$ cat src/hdl/yrgb_pkg.sv
// ----------------------------------------------------------------------------
// yrgb_pkg
// Shared constants and stage payload types for the YUYV to RGB888 converter.
// ----------------------------------------------------------------------------
package yrgb_pkg;

  localparam int PIX_W  = 8;
  localparam int FRAC_W = 16;
  localparam int COEF_W = 18;   // 17 magnitude bits plus a zero sign bit
  localparam int SUM_W  = 26;   // holds base + any product without overflow

  // Coefficients, 16 fraction bits, rounded to nearest
  localparam logic signed [COEF_W-1:0] COEF_RV = 18'sd89831;
  localparam logic signed [COEF_W-1:0] COEF_GV = 18'sd45744;
  localparam logic signed [COEF_W-1:0] COEF_GU = 18'sd22127;
  localparam logic signed [COEF_W-1:0] COEF_BU = 18'sd113538;

  localparam logic [PIX_W-1:0] CHROMA_BIAS = 8'h80;
  localparam logic [PIX_W-1:0] CHAN_MAX    = 8'd255;
  localparam logic [PIX_W-1:0] SCALE_MUL   = 8'd220;

  typedef logic signed [SUM_W-1:0] sum_t;

  // After the multiply stage
  typedef struct packed {
    logic [PIX_W-1:0] y_first;
    logic [PIX_W-1:0] y_second;
    sum_t             prod_rv;
    sum_t             prod_gv;
    sum_t             prod_gu;
    sum_t             prod_bu;
    logic             last;
  } prod_t;

  // After the sum stage
  typedef struct packed {
    sum_t red_first;
    sum_t green_first;
    sum_t blue_first;
    sum_t red_second;
    sum_t green_second;
    sum_t blue_second;
    logic last;
  } sums_t;

  // Final pixel pair
  typedef struct packed {
    logic [PIX_W-1:0] red_first;
    logic [PIX_W-1:0] green_first;
    logic [PIX_W-1:0] blue_first;
    logic [PIX_W-1:0] red_second;
    logic [PIX_W-1:0] green_second;
    logic [PIX_W-1:0] blue_second;
    logic             last;
  } rgb_t;

endpackage

$ cat src/hdl/yrgb_if.sv
// ----------------------------------------------------------------------------
// yrgb_in_if / yrgb_out_if
// Valid/ready channels for YUYV macropixels and RGB888 pixel pairs.
// ----------------------------------------------------------------------------
interface yrgb_in_if;
  logic       valid;
  logic       ready;
  logic [7:0] y_first;
  logic [7:0] u_chroma;
  logic [7:0] y_second;
  logic [7:0] v_chroma;
  logic       in_last;

  modport source (output valid, output y_first, output u_chroma, output y_second,
                  output v_chroma, output in_last, input ready);
  modport sink   (input valid, input y_first, input u_chroma, input y_second,
                  input v_chroma, input in_last, output ready);
endinterface

interface yrgb_out_if;
  logic       valid;
  logic       ready;
  logic [7:0] red_first;
  logic [7:0] green_first;
  logic [7:0] blue_first;
  logic [7:0] red_second;
  logic [7:0] green_second;
  logic [7:0] blue_second;
  logic       out_last;

  modport source (output valid, output red_first, output green_first,
                  output blue_first, output red_second, output green_second,
                  output blue_second, output out_last, input ready);
  modport sink   (input valid, input red_first, input green_first,
                  input blue_first, input red_second, input green_second,
                  input blue_second, input out_last, output ready);
endinterface

$ cat src/hdl/yuyv_to_rgb888_core.sv
// ----------------------------------------------------------------------------
// yuyv_to_rgb888_core
// YUYV 4:2:2 macropixel to two RGB888 pixels sharing chroma, scaled by 220/256.
// ----------------------------------------------------------------------------
//  channel | dir | handshake            | payload
//  in_ch   | in  | valid/ready          | y_first, u_chroma, y_second, v_chroma, in_last
//  out_ch  | out | valid/ready          | red/green/blue _first/_second, out_last
//
//  Three register stages: chroma multiply, luma sum, clamp and scale.
//  One transaction per cycle while out_ch is ready.
//  Each stage holds its own valid bit and takes new data when empty or when
//  the next stage takes its contents, so a stall on out_ch backs up without
//  loss. Synchronous active-low reset clears the valid bits only.
// ----------------------------------------------------------------------------
module yuyv_to_rgb888_core (
  input  logic   clk,
  input  logic   rst_n,
  yrgb_in_if.sink    in_ch,
  yrgb_out_if.source out_ch
);
  import yrgb_pkg::*;

  logic  mul_valid;
  logic  mul_ready;
  prod_t mul_data;
  logic  sum_valid;
  logic  sum_ready;
  sums_t sum_data;
  rgb_t  rgb_data;

  yrgb_mul_stage u_mul (
    .clk      (clk),
    .rst_n    (rst_n),
    .up_valid (in_ch.valid),
    .up_ready (in_ch.ready),
    .y_first  (in_ch.y_first),
    .u_chroma (in_ch.u_chroma),
    .y_second (in_ch.y_second),
    .v_chroma (in_ch.v_chroma),
    .last     (in_ch.in_last),
    .dn_valid (mul_valid),
    .dn_ready (mul_ready),
    .dn_data  (mul_data)
  );

  yrgb_sum_stage u_sum (
    .clk      (clk),
    .rst_n    (rst_n),
    .up_valid (mul_valid),
    .up_ready (mul_ready),
    .up_data  (mul_data),
    .dn_valid (sum_valid),
    .dn_ready (sum_ready),
    .dn_data  (sum_data)
  );

  yrgb_finish_stage u_finish (
    .clk      (clk),
    .rst_n    (rst_n),
    .up_valid (sum_valid),
    .up_ready (sum_ready),
    .up_data  (sum_data),
    .dn_valid (out_ch.valid),
    .dn_ready (out_ch.ready),
    .dn_data  (rgb_data)
  );

  assign out_ch.red_first    = rgb_data.red_first;
  assign out_ch.green_first  = rgb_data.green_first;
  assign out_ch.blue_first   = rgb_data.blue_first;
  assign out_ch.red_second   = rgb_data.red_second;
  assign out_ch.green_second = rgb_data.green_second;
  assign out_ch.blue_second  = rgb_data.blue_second;
  assign out_ch.out_last     = rgb_data.last;

endmodule

$ cat src/hdl/yrgb_mul_stage.sv
// ----------------------------------------------------------------------------
// yrgb_mul_stage
// Removes the chroma bias and forms the four chroma products.
// ----------------------------------------------------------------------------
module yrgb_mul_stage (
  input  logic                clk,
  input  logic                rst_n,
  input  logic                up_valid,
  output logic                up_ready,
  input  logic [7:0]          y_first,
  input  logic [7:0]          u_chroma,
  input  logic [7:0]          y_second,
  input  logic [7:0]          v_chroma,
  input  logic                last,
  output logic                dn_valid,
  input  logic                dn_ready,
  output yrgb_pkg::prod_t     dn_data
);
  import yrgb_pkg::*;

  logic                    valid_r;
  prod_t                   data_r;
  prod_t                   data_nxt;
  logic signed [PIX_W-1:0] du;
  logic signed [PIX_W-1:0] dv;

  assign up_ready = !valid_r || dn_ready;

  // c - 128 is the byte with its top bit flipped, read as two's complement
  assign du = $signed(u_chroma ^ CHROMA_BIAS);
  assign dv = $signed(v_chroma ^ CHROMA_BIAS);

  always_comb begin
    data_nxt.y_first  = y_first;
    data_nxt.y_second = y_second;
    data_nxt.prod_rv  = SUM_W'(dv) * SUM_W'(COEF_RV);
    data_nxt.prod_gv  = SUM_W'(dv) * SUM_W'(COEF_GV);
    data_nxt.prod_gu  = SUM_W'(du) * SUM_W'(COEF_GU);
    data_nxt.prod_bu  = SUM_W'(du) * SUM_W'(COEF_BU);
    data_nxt.last     = last;
  end

  always_ff @(posedge clk) begin
    if (!rst_n) begin
      valid_r <= 1'b0;
    end else if (up_ready) begin
      valid_r <= up_valid;
    end
  end

  always_ff @(posedge clk) begin
    if (up_ready && up_valid) begin
      data_r <= data_nxt;
    end
  end

  assign dn_valid = valid_r;
  assign dn_data  = data_r;

endmodule

$ cat src/hdl/yrgb_sum_stage.sv
// ----------------------------------------------------------------------------
// yrgb_sum_stage
// Adds the chroma products to the scaled luma for red and blue and subtracts them for green, for both pixels.
// ----------------------------------------------------------------------------
module yrgb_sum_stage (
  input  logic             clk,
  input  logic             rst_n,
  input  logic             up_valid,
  output logic             up_ready,
  input  yrgb_pkg::prod_t  up_data,
  output logic             dn_valid,
  input  logic             dn_ready,
  output yrgb_pkg::sums_t  dn_data
);
  import yrgb_pkg::*;

  logic  valid_r;
  sums_t data_r;
  sums_t data_nxt;
  sum_t  base0;
  sum_t  base1;

  assign up_ready = !valid_r || dn_ready;

  // luma in the same 16 fraction bit format, never negative
  assign base0 = $signed({2'b00, up_data.y_first, {FRAC_W{1'b0}}});
  assign base1 = $signed({2'b00, up_data.y_second, {FRAC_W{1'b0}}});

  always_comb begin
    data_nxt.red_first    = base0 + up_data.prod_rv;
    data_nxt.green_first  = base0 - up_data.prod_gv - up_data.prod_gu;
    data_nxt.blue_first   = base0 + up_data.prod_bu;
    data_nxt.red_second   = base1 + up_data.prod_rv;
    data_nxt.green_second = base1 - up_data.prod_gv - up_data.prod_gu;
    data_nxt.blue_second  = base1 + up_data.prod_bu;
    data_nxt.last         = up_data.last;
  end

  always_ff @(posedge clk) begin
    if (!rst_n) begin
      valid_r <= 1'b0;
    end else if (up_ready) begin
      valid_r <= up_valid;
    end
  end

  always_ff @(posedge clk) begin
    if (up_ready && up_valid) begin
      data_r <= data_nxt;
    end
  end

  assign dn_valid = valid_r;
  assign dn_data  = data_r;

endmodule

$ cat src/hdl/yrgb_finish_stage.sv
// ----------------------------------------------------------------------------
// yrgb_finish_stage
// Truncates, clamps to 0..255 and scales by 220/256; holds the output register.
// ----------------------------------------------------------------------------
module yrgb_finish_stage (
  input  logic             clk,
  input  logic             rst_n,
  input  logic             up_valid,
  output logic             up_ready,
  input  yrgb_pkg::sums_t  up_data,
  output logic             dn_valid,
  input  logic             dn_ready,
  output yrgb_pkg::rgb_t   dn_data
);
  import yrgb_pkg::*;

  logic valid_r;
  rgb_t data_r;
  rgb_t data_nxt;

  function automatic logic [PIX_W-1:0] finish_chan(input sum_t sum);
    logic [SUM_W-FRAC_W-2:0] whole;
    logic [PIX_W-1:0]        clamped;
    logic [2*PIX_W-1:0]      scaled;
    whole = sum[SUM_W-2:FRAC_W];
    if (sum[SUM_W-1]) begin
      clamped = '0;        // any negative sum, fractions included
    end else if (whole > (SUM_W-FRAC_W-1)'(CHAN_MAX)) begin
      clamped = CHAN_MAX;
    end else begin
      clamped = whole[PIX_W-1:0];
    end
    scaled = clamped * SCALE_MUL;
    return scaled[2*PIX_W-1:PIX_W];
  endfunction

  assign up_ready = !valid_r || dn_ready;

  always_comb begin
    data_nxt.red_first    = finish_chan(up_data.red_first);
    data_nxt.green_first  = finish_chan(up_data.green_first);
    data_nxt.blue_first   = finish_chan(up_data.blue_first);
    data_nxt.red_second   = finish_chan(up_data.red_second);
    data_nxt.green_second = finish_chan(up_data.green_second);
    data_nxt.blue_second  = finish_chan(up_data.blue_second);
    data_nxt.last         = up_data.last;
  end

  always_ff @(posedge clk) begin
    if (!rst_n) begin
      valid_r <= 1'b0;
    end else if (up_ready) begin
      valid_r <= up_valid;
    end
  end

  always_ff @(posedge clk) begin
    if (up_ready && up_valid) begin
      data_r <= data_nxt;
    end
  end

  assign dn_valid = valid_r;
  assign dn_data  = data_r;

endmodule
$ cat src/flat_wrapper.sv
// flat-port wrapper written by rule: the top's interface ports become plain ports
module yuyv_to_rgb888_core_flat import yrgb_pkg::*;
  (clk, rst_n, in_ch_valid, in_ch_y_first, in_ch_u_chroma, in_ch_y_second, in_ch_v_chroma, in_ch_in_last, in_ch_ready, out_ch_valid, out_ch_red_first, out_ch_green_first, out_ch_blue_first, out_ch_red_second, out_ch_green_second, out_ch_blue_second, out_ch_out_last, out_ch_ready);
  yrgb_in_if in_ch_i ();
  yrgb_out_if out_ch_i ();
  input  logic clk;
  input  logic rst_n;
  input wire logic [$bits(in_ch_i.valid)-1:0] in_ch_valid;
  input wire logic [$bits(in_ch_i.y_first)-1:0] in_ch_y_first;
  input wire logic [$bits(in_ch_i.u_chroma)-1:0] in_ch_u_chroma;
  input wire logic [$bits(in_ch_i.y_second)-1:0] in_ch_y_second;
  input wire logic [$bits(in_ch_i.v_chroma)-1:0] in_ch_v_chroma;
  input wire logic [$bits(in_ch_i.in_last)-1:0] in_ch_in_last;
  output wire logic [$bits(in_ch_i.ready)-1:0] in_ch_ready;
  output wire logic [$bits(out_ch_i.valid)-1:0] out_ch_valid;
  output wire logic [$bits(out_ch_i.red_first)-1:0] out_ch_red_first;
  output wire logic [$bits(out_ch_i.green_first)-1:0] out_ch_green_first;
  output wire logic [$bits(out_ch_i.blue_first)-1:0] out_ch_blue_first;
  output wire logic [$bits(out_ch_i.red_second)-1:0] out_ch_red_second;
  output wire logic [$bits(out_ch_i.green_second)-1:0] out_ch_green_second;
  output wire logic [$bits(out_ch_i.blue_second)-1:0] out_ch_blue_second;
  output wire logic [$bits(out_ch_i.out_last)-1:0] out_ch_out_last;
  input wire logic [$bits(out_ch_i.ready)-1:0] out_ch_ready;
  assign in_ch_i.valid = in_ch_valid;
  assign in_ch_i.y_first = in_ch_y_first;
  assign in_ch_i.u_chroma = in_ch_u_chroma;
  assign in_ch_i.y_second = in_ch_y_second;
  assign in_ch_i.v_chroma = in_ch_v_chroma;
  assign in_ch_i.in_last = in_ch_in_last;
  assign in_ch_ready = in_ch_i.ready;
  assign out_ch_valid = out_ch_i.valid;
  assign out_ch_red_first = out_ch_i.red_first;
  assign out_ch_green_first = out_ch_i.green_first;
  assign out_ch_blue_first = out_ch_i.blue_first;
  assign out_ch_red_second = out_ch_i.red_second;
  assign out_ch_green_second = out_ch_i.green_second;
  assign out_ch_blue_second = out_ch_i.blue_second;
  assign out_ch_out_last = out_ch_i.out_last;
  assign out_ch_i.ready = out_ch_ready;
  yuyv_to_rgb888_core u_core (.clk(clk), .rst_n(rst_n), .in_ch(in_ch_i), .out_ch(out_ch_i));
endmodule
$ cat config.mk
export PLATFORM = sky130hd
export DESIGN_NAME = yuyv_to_rgb888_core_flat
export DESIGN_NICKNAME = d
export VERILOG_FILES = /design/src/hdl/yrgb_pkg.sv /design/src/hdl/yrgb_if.sv /design/src/hdl/yuyv_to_rgb888_core.sv /design/src/hdl/yrgb_mul_stage.sv /design/src/hdl/yrgb_sum_stage.sv /design/src/hdl/yrgb_finish_stage.sv /design/src/flat_wrapper.sv
export SDC_FILE = /design/constraint.sdc
export NUM_CORES = 1
export LEC_CHECK = 0
export BUFFER_PORTS_ARGS = -buffer_cell sky130_fd_sc_hd__clkbuf_2
export CAP_MARGIN = 15
export CELL_PAD_IN_SITES_DETAIL_PLACEMENT = 2
export CELL_PAD_IN_SITES_GLOBAL_PLACEMENT = 2
export CORE_ASPECT_RATIO = 1.4
export CORE_UTILIZATION = 39
export DETAILED_ROUTE_END_ITERATION = 8
export HOLD_SLACK_MARGIN = 0.02
export PLACE_DENSITY_LB_ADDON = 0.3
export SLEW_MARGIN = 25
export SYNTH_ARGS = -nofsm -noshare
export SYNTH_HDL_FRONTEND = slang
export SYNTH_SLANG_ARGS = --single-unit
$ cat constraint.sdc
create_clock -name clk -period 7.2 [get_ports clk]
set_clock_uncertainty 0.15 [all_clocks]
set_input_delay 1.08 -clock clk [delete_from_list [all_inputs] [get_ports clk]]
set_output_delay 1.08 -clock clk [all_outputs]
set_load 0.005 [all_outputs]
Yosys cells after proc, flatten, opt, wreduce, memory -nomap -nowiden
Index checks and enable logic that the tools add are counted.
W data, S select, Z words.
Word-level totals
  memory bits (writable): 0
  input bits: 37
  output and inout port bits: 51
  bits in latches: 0
  memories kept: 0
  flip-flop bits (word level): 325
  memory bits (read-only): 0
Operators by class
  bitwise gates (word level): 2
  shifts and indexed selects: 0
  order comparisons: 6
  reduce and logical (&&, ||, !) cells: 9
  add/sub/neg operators: 8
  div/mod/pow operators: 0
  $mul: 10
  muxes and demuxes: 12
  equality and inequality tests: 0
Operators by type and width (number)
  $add A25 B26 Y26: 4
  $mux W8: 12
  $mul A8 B6 Y14 const B: 6
  $gt A9 B8 Y1 const B: 6
  $sub A25 B26 Y26: 2
  $sub A26 B26 Y26: 2
  $mul A8 B18 Y26 const B: 1
  $mul A8 B17 Y25 const B: 1
  $mul A8 B16 Y24 const B: 1
  $mul A8 B13 Y21 const B: 1
  $logic_and A1 B1 Y1: 3
  $logic_not A1 Y1: 3
  $logic_or A1 B1 Y1: 3
  $not A1 Y1: 2

Longest topological paths before layout
  depth in word-level cells: 5
  depth in mapped cells: 19
  depth with buffers taken out: 19

Modules after synthesis
Synthesis repeated with hierarchy kept, for this count alone.
Unflattened totals
  cell total of the unflattened synthesis: 2529
  area, all modules: 26882.0 um^2
Modules (own cells, without submodules)
  yrgb_mul_stage: seq. area each 3323.2 um^2, area each 11787.6 um^2, instances 1, cells each 1089
  yrgb_finish_stage: seq. area each 1491.4 um^2, area each 7603.5 um^2, instances 1, cells each 784
  yrgb_sum_stage: seq. area each 3293.2 um^2, area each 7490.9 um^2, instances 1, cells each 656

Least setup slack after synthesis
OpenSTA, ideal clock, no wires.
  kind: in2reg
  from: input out_ch_ready
  to: register u_core.u_sum.data_r (netlist bit u_core.u_sum.dn_data[0]), enable pin
  slack: 0.855 ns
  stages on the path: 2
  data arrival time: 5.622 ns
  buffers on the path: 0
  setup time: 0.573 ns
  data required time: 6.477 ns
  cell sequence: nor2b_1 > a21boi_0
Between the ends
  longest elaborated chain between the ends: 3
Ends and longest elaborated chain
  start: declaration: RTL line flat_wrapper.sv:23  | input wire logic [$bits(out_ch_i.ready)-1:0] out_ch_ready;
  $logic_or A1 B1 Y1: RTL line yrgb_finish_stage.sv:37  | assign up_ready = !valid_r || dn_ready;
  $logic_or A1 B1 Y1: RTL line yrgb_sum_stage.sv:23  | assign up_ready = !valid_r || dn_ready;
  $logic_and A1 B1 Y1: RTL line yrgb_sum_stage.sv:48  | if (up_ready && up_valid) begin
  end signal: assignment: RTL line yrgb_sum_stage.sv:49  | data_r <= data_nxt;
  end: declaration: RTL line yrgb_sum_stage.sv:18  | sums_t data_r;
Every way passes these cells.
A chain may end at the register's enable or synchronous reset.

==> reports/results.ini <==
[worst_hold_path]
min_to = u_core.u_sum.dn_data[0]$_DFFE_PP_
hp-class = reg2reg
hold_depth = 0
min_from = u_core.u_mul.dn_data[0]$_DFFE_PP_

[logic_synthesis]
synth_top_family_by_area = adder cells
synth.net_count = 2846
synth_area_leaders = edfxtp_1 (26%), ha_1 (24%), fa_1 (20%)
synth-adder-area-share_pct = 43.9
yosysTopAreaCell = edfxtp_1
synth_xor_area_share_pct = 5.27
synth_cell_types = 59
avgSynthCellArea_sq_um = 10.4
synth.area.mux_share_pct = 0
synth_simple_gate_area_share_pct = 8.30
ys_ff_latch = 195
synthArstFlopShare_pct = 0
yosys_warnings = 0
synth_flop_cell = edfxtp_1
synth_compound_area_share_pct = 8.32
yosysSeqAreaShare_pct = 26.0
netlist_instances = 2155
synthTopCellsByCount = inv_1 (484), ha_1 (432), fa_1 (222)
synth_edf_count = 192
syn-cell-area_sq_mm = 0.0224
synth_top_area_share_pct = 25.7
synth_most_common_cell = inv_1

[finish]
nets = 2945
syn_to_final_growth_pct = 8.67
antennaDiodeCount = 0
drive_gt1_share_pct = 7.41

[global_route]
grt_usage_pct = 20.6
grt_start_max_net_pins = 74
grt.overflow.total = 0
antenna_found_initial = 0
grt_pass1_wl_mm = 93.3
grt_pass1_vias = 17900

[clock_network]
clock_latency_ns = 0.48
cts_tree = done
h-tree-depth = 4
cts_hold_buf = 0
clk_pin_slew_ns = 0.08
post-cts-setup-buffer-count = 0
cts_made_buffers = 17
clockBufferDepth = 2
clock-root-buffer = clkbuf_16
cts_sinks = 195
cts_resized = 0

[drt]
wl_per_cell_microns = 18.9
drc = 0
ant_nets = 0
drt-total-wl_mm = 56.7
vias = 15200
viasPerCell = 5.07
drtIter0Drc = 349
drt_first_pass_iters = 7

[critical_path]
worst_ep_required_time_ns = 7.29
r2r_start = u_core.u_sum.dn_data[26]$_DFFE_PP_
reg2reg_to = u_core.u_finish.dn_data[8]$_DFFE_PP_
cp.arrival_ns = 5.95
cp_max_fo = 10
crit_path_start_kind = input pin
endpoint_kind = flop
cpPeakStageDelay_ns = 0.67
critical_path_class = in2reg
path_cells = clkbuf_2 -> inv_1 -> fa_1 -> inv_1 -> fa_1 -> fa_1 -> inv_1 -> fa_1 -> ha_1 -> nand4b_1 -> a2bb2oi_1 -> a31oi_1 -> o21ai_0 -> a21oi_1 -> a211oi_1 -> o21bai_1 -> xnor2_1
crit_slowest_cell = fa_1
cpMostUsedCell = fa_1
ff2ff_setup_slack_ns = 2.54
reg2reg_depth = 16

[sta]
relSlewSlack_pct = 35.9
finalHoldViolCount = 0
finalCriticalPeriod_ns = 5.87
finalCritPeriodShare_pct = 81.5
tns_ns = 0
fmax_mhz = 170
finalMaxSlewViolations = 0
tightest_slew_ns = 0.962
finalSetupViolCount = 0
rsz0062_at_grt = no

[placement]
gp_congestion = 0.852
port-buffer-count = 87
hpwl_mm = 49.5

[die]
core_area_sq_mm = 0.0566
die_y_microns = 286
start_util_pct = 39.7
dieArea_sq_mm = 0.0585
io_pins = 88
die_w_microns = 205
placementRows = 103

[status]
status = finished clean

[flow_run]
maxCapViolations = 0

==> flip-flops by register name (all words and copies together), names as in the netlist <==
signal,flops
u_core.u_finish.dn_data,49
u_core.u_finish.dn_valid,1
u_core.u_mul.dn_data,82
u_core.u_mul.dn_valid,1
u_core.u_sum.dn_data,61
u_core.u_sum.dn_valid,1
==> worst max-delay path by stage <==
| stage | start | endpoint | cells past startpoint |
|---|---|---|---|
| CTS | in_ch_u_chroma[7] | u_core.u_mul.dn_data[25]$_DFFE_PP_ | 17 |
| global placement | in_ch_u_chroma[7] | u_core.u_mul.dn_data[25]$_DFFE_PP_ | 17 |
| detailed placement | in_ch_u_chroma[7] | u_core.u_mul.dn_data[25]$_DFFE_PP_ | 17 |
| global route | in_ch_u_chroma[7] | u_core.u_mul.dn_data[25]$_DFFE_PP_ | 17 |
| finish | in_ch_u_chroma[7] | u_core.u_mul.dn_data[25]$_DFFE_PP_ | 17 |
| floorplan | out_ch_ready | u_core.u_sum.dn_data[0]$_DFFE_PP_ | 2 |
==> placed cells by master, fill, tap and decap left out, types with 4 or more instances in the layout <==
master,count
inv_1,484
ha_1,432
fa_1,222
edfxtp_1,192
nor2_1,173
xnor2_1,96
clkbuf_2,87
a21oi_1,84
o21ai_0,50
nand2_1,50
xor2_1,39
a21o_1,37
nor3_1,35
or2_2,31
nand3_1,29
nor2b_1,19
o21a_1,18
nand2b_1,17
clkbuf_16,17
o21bai_1,15
or3_1,11
a21boi_0,10
and3_1,9
a31oi_1,9
a211oi_1,8
o2111ai_1,7
and4b_1,6
o211ai_1,5
inv_6,5
o21ai_1,4
and2_1,4
==> stage by stage <==
step                setup WS [ns]  area [sq um]  std cells  hold slack, ns  util (%)
global placement             1.00         23800       2970           0.251      42.1
global route                 1.04         24400       3002           0.300      43.1
floorplan                   0.855         22400       2155           0.250         -
CTS                          1.32         24400       3002           0.299      43.1
detailed placement          0.784         23800       2970           0.280      42.1
finish                       1.33         24400       3002           0.290      43.1
==> routing by layer <==
metal	global-route usage, %	vias to the layer above	wire length (microns)
met5	0	-	0
met4	7.26	0	1600
met3	1.78	71	707
met2	42.0	149	33100
met1	21.3	7707	21300
li1	-	7286	-
==> worst max-delay path: cells and delay by family <==
kind                       cells  cell delay (ns)
AOI/OAI and AO/OA              6             1.34
xor gates and xnor gates       1             0.14
adders and majority gates      5             2.54
buffers and inverters          4             0.71
and+or+nand+nor                1             0.11
==> area by class of cell <==
class	count	area (sq um)
Timing Repair Buffer	90	458
Sequential cell	195	5830
Multi-Input combinational cell	1466	14800
Fill cell	6031	32200
Tap cell	735	920
Clock inverter	15	146
Clock buffer	17	425
Inverter	484	1820
==> cell families (layout without fill, tap and decap cells) <==
group,after synthesis,in the layout
compound gates,282,282
xor+xnor,135,135
fa+ha+maj,654,654
buf+inv,494,606
flops,195,195
simple gates,395,395
Power is not shown: default switching activity piles up to over one toggle a cycle in this logic, so the estimate is an artifact.
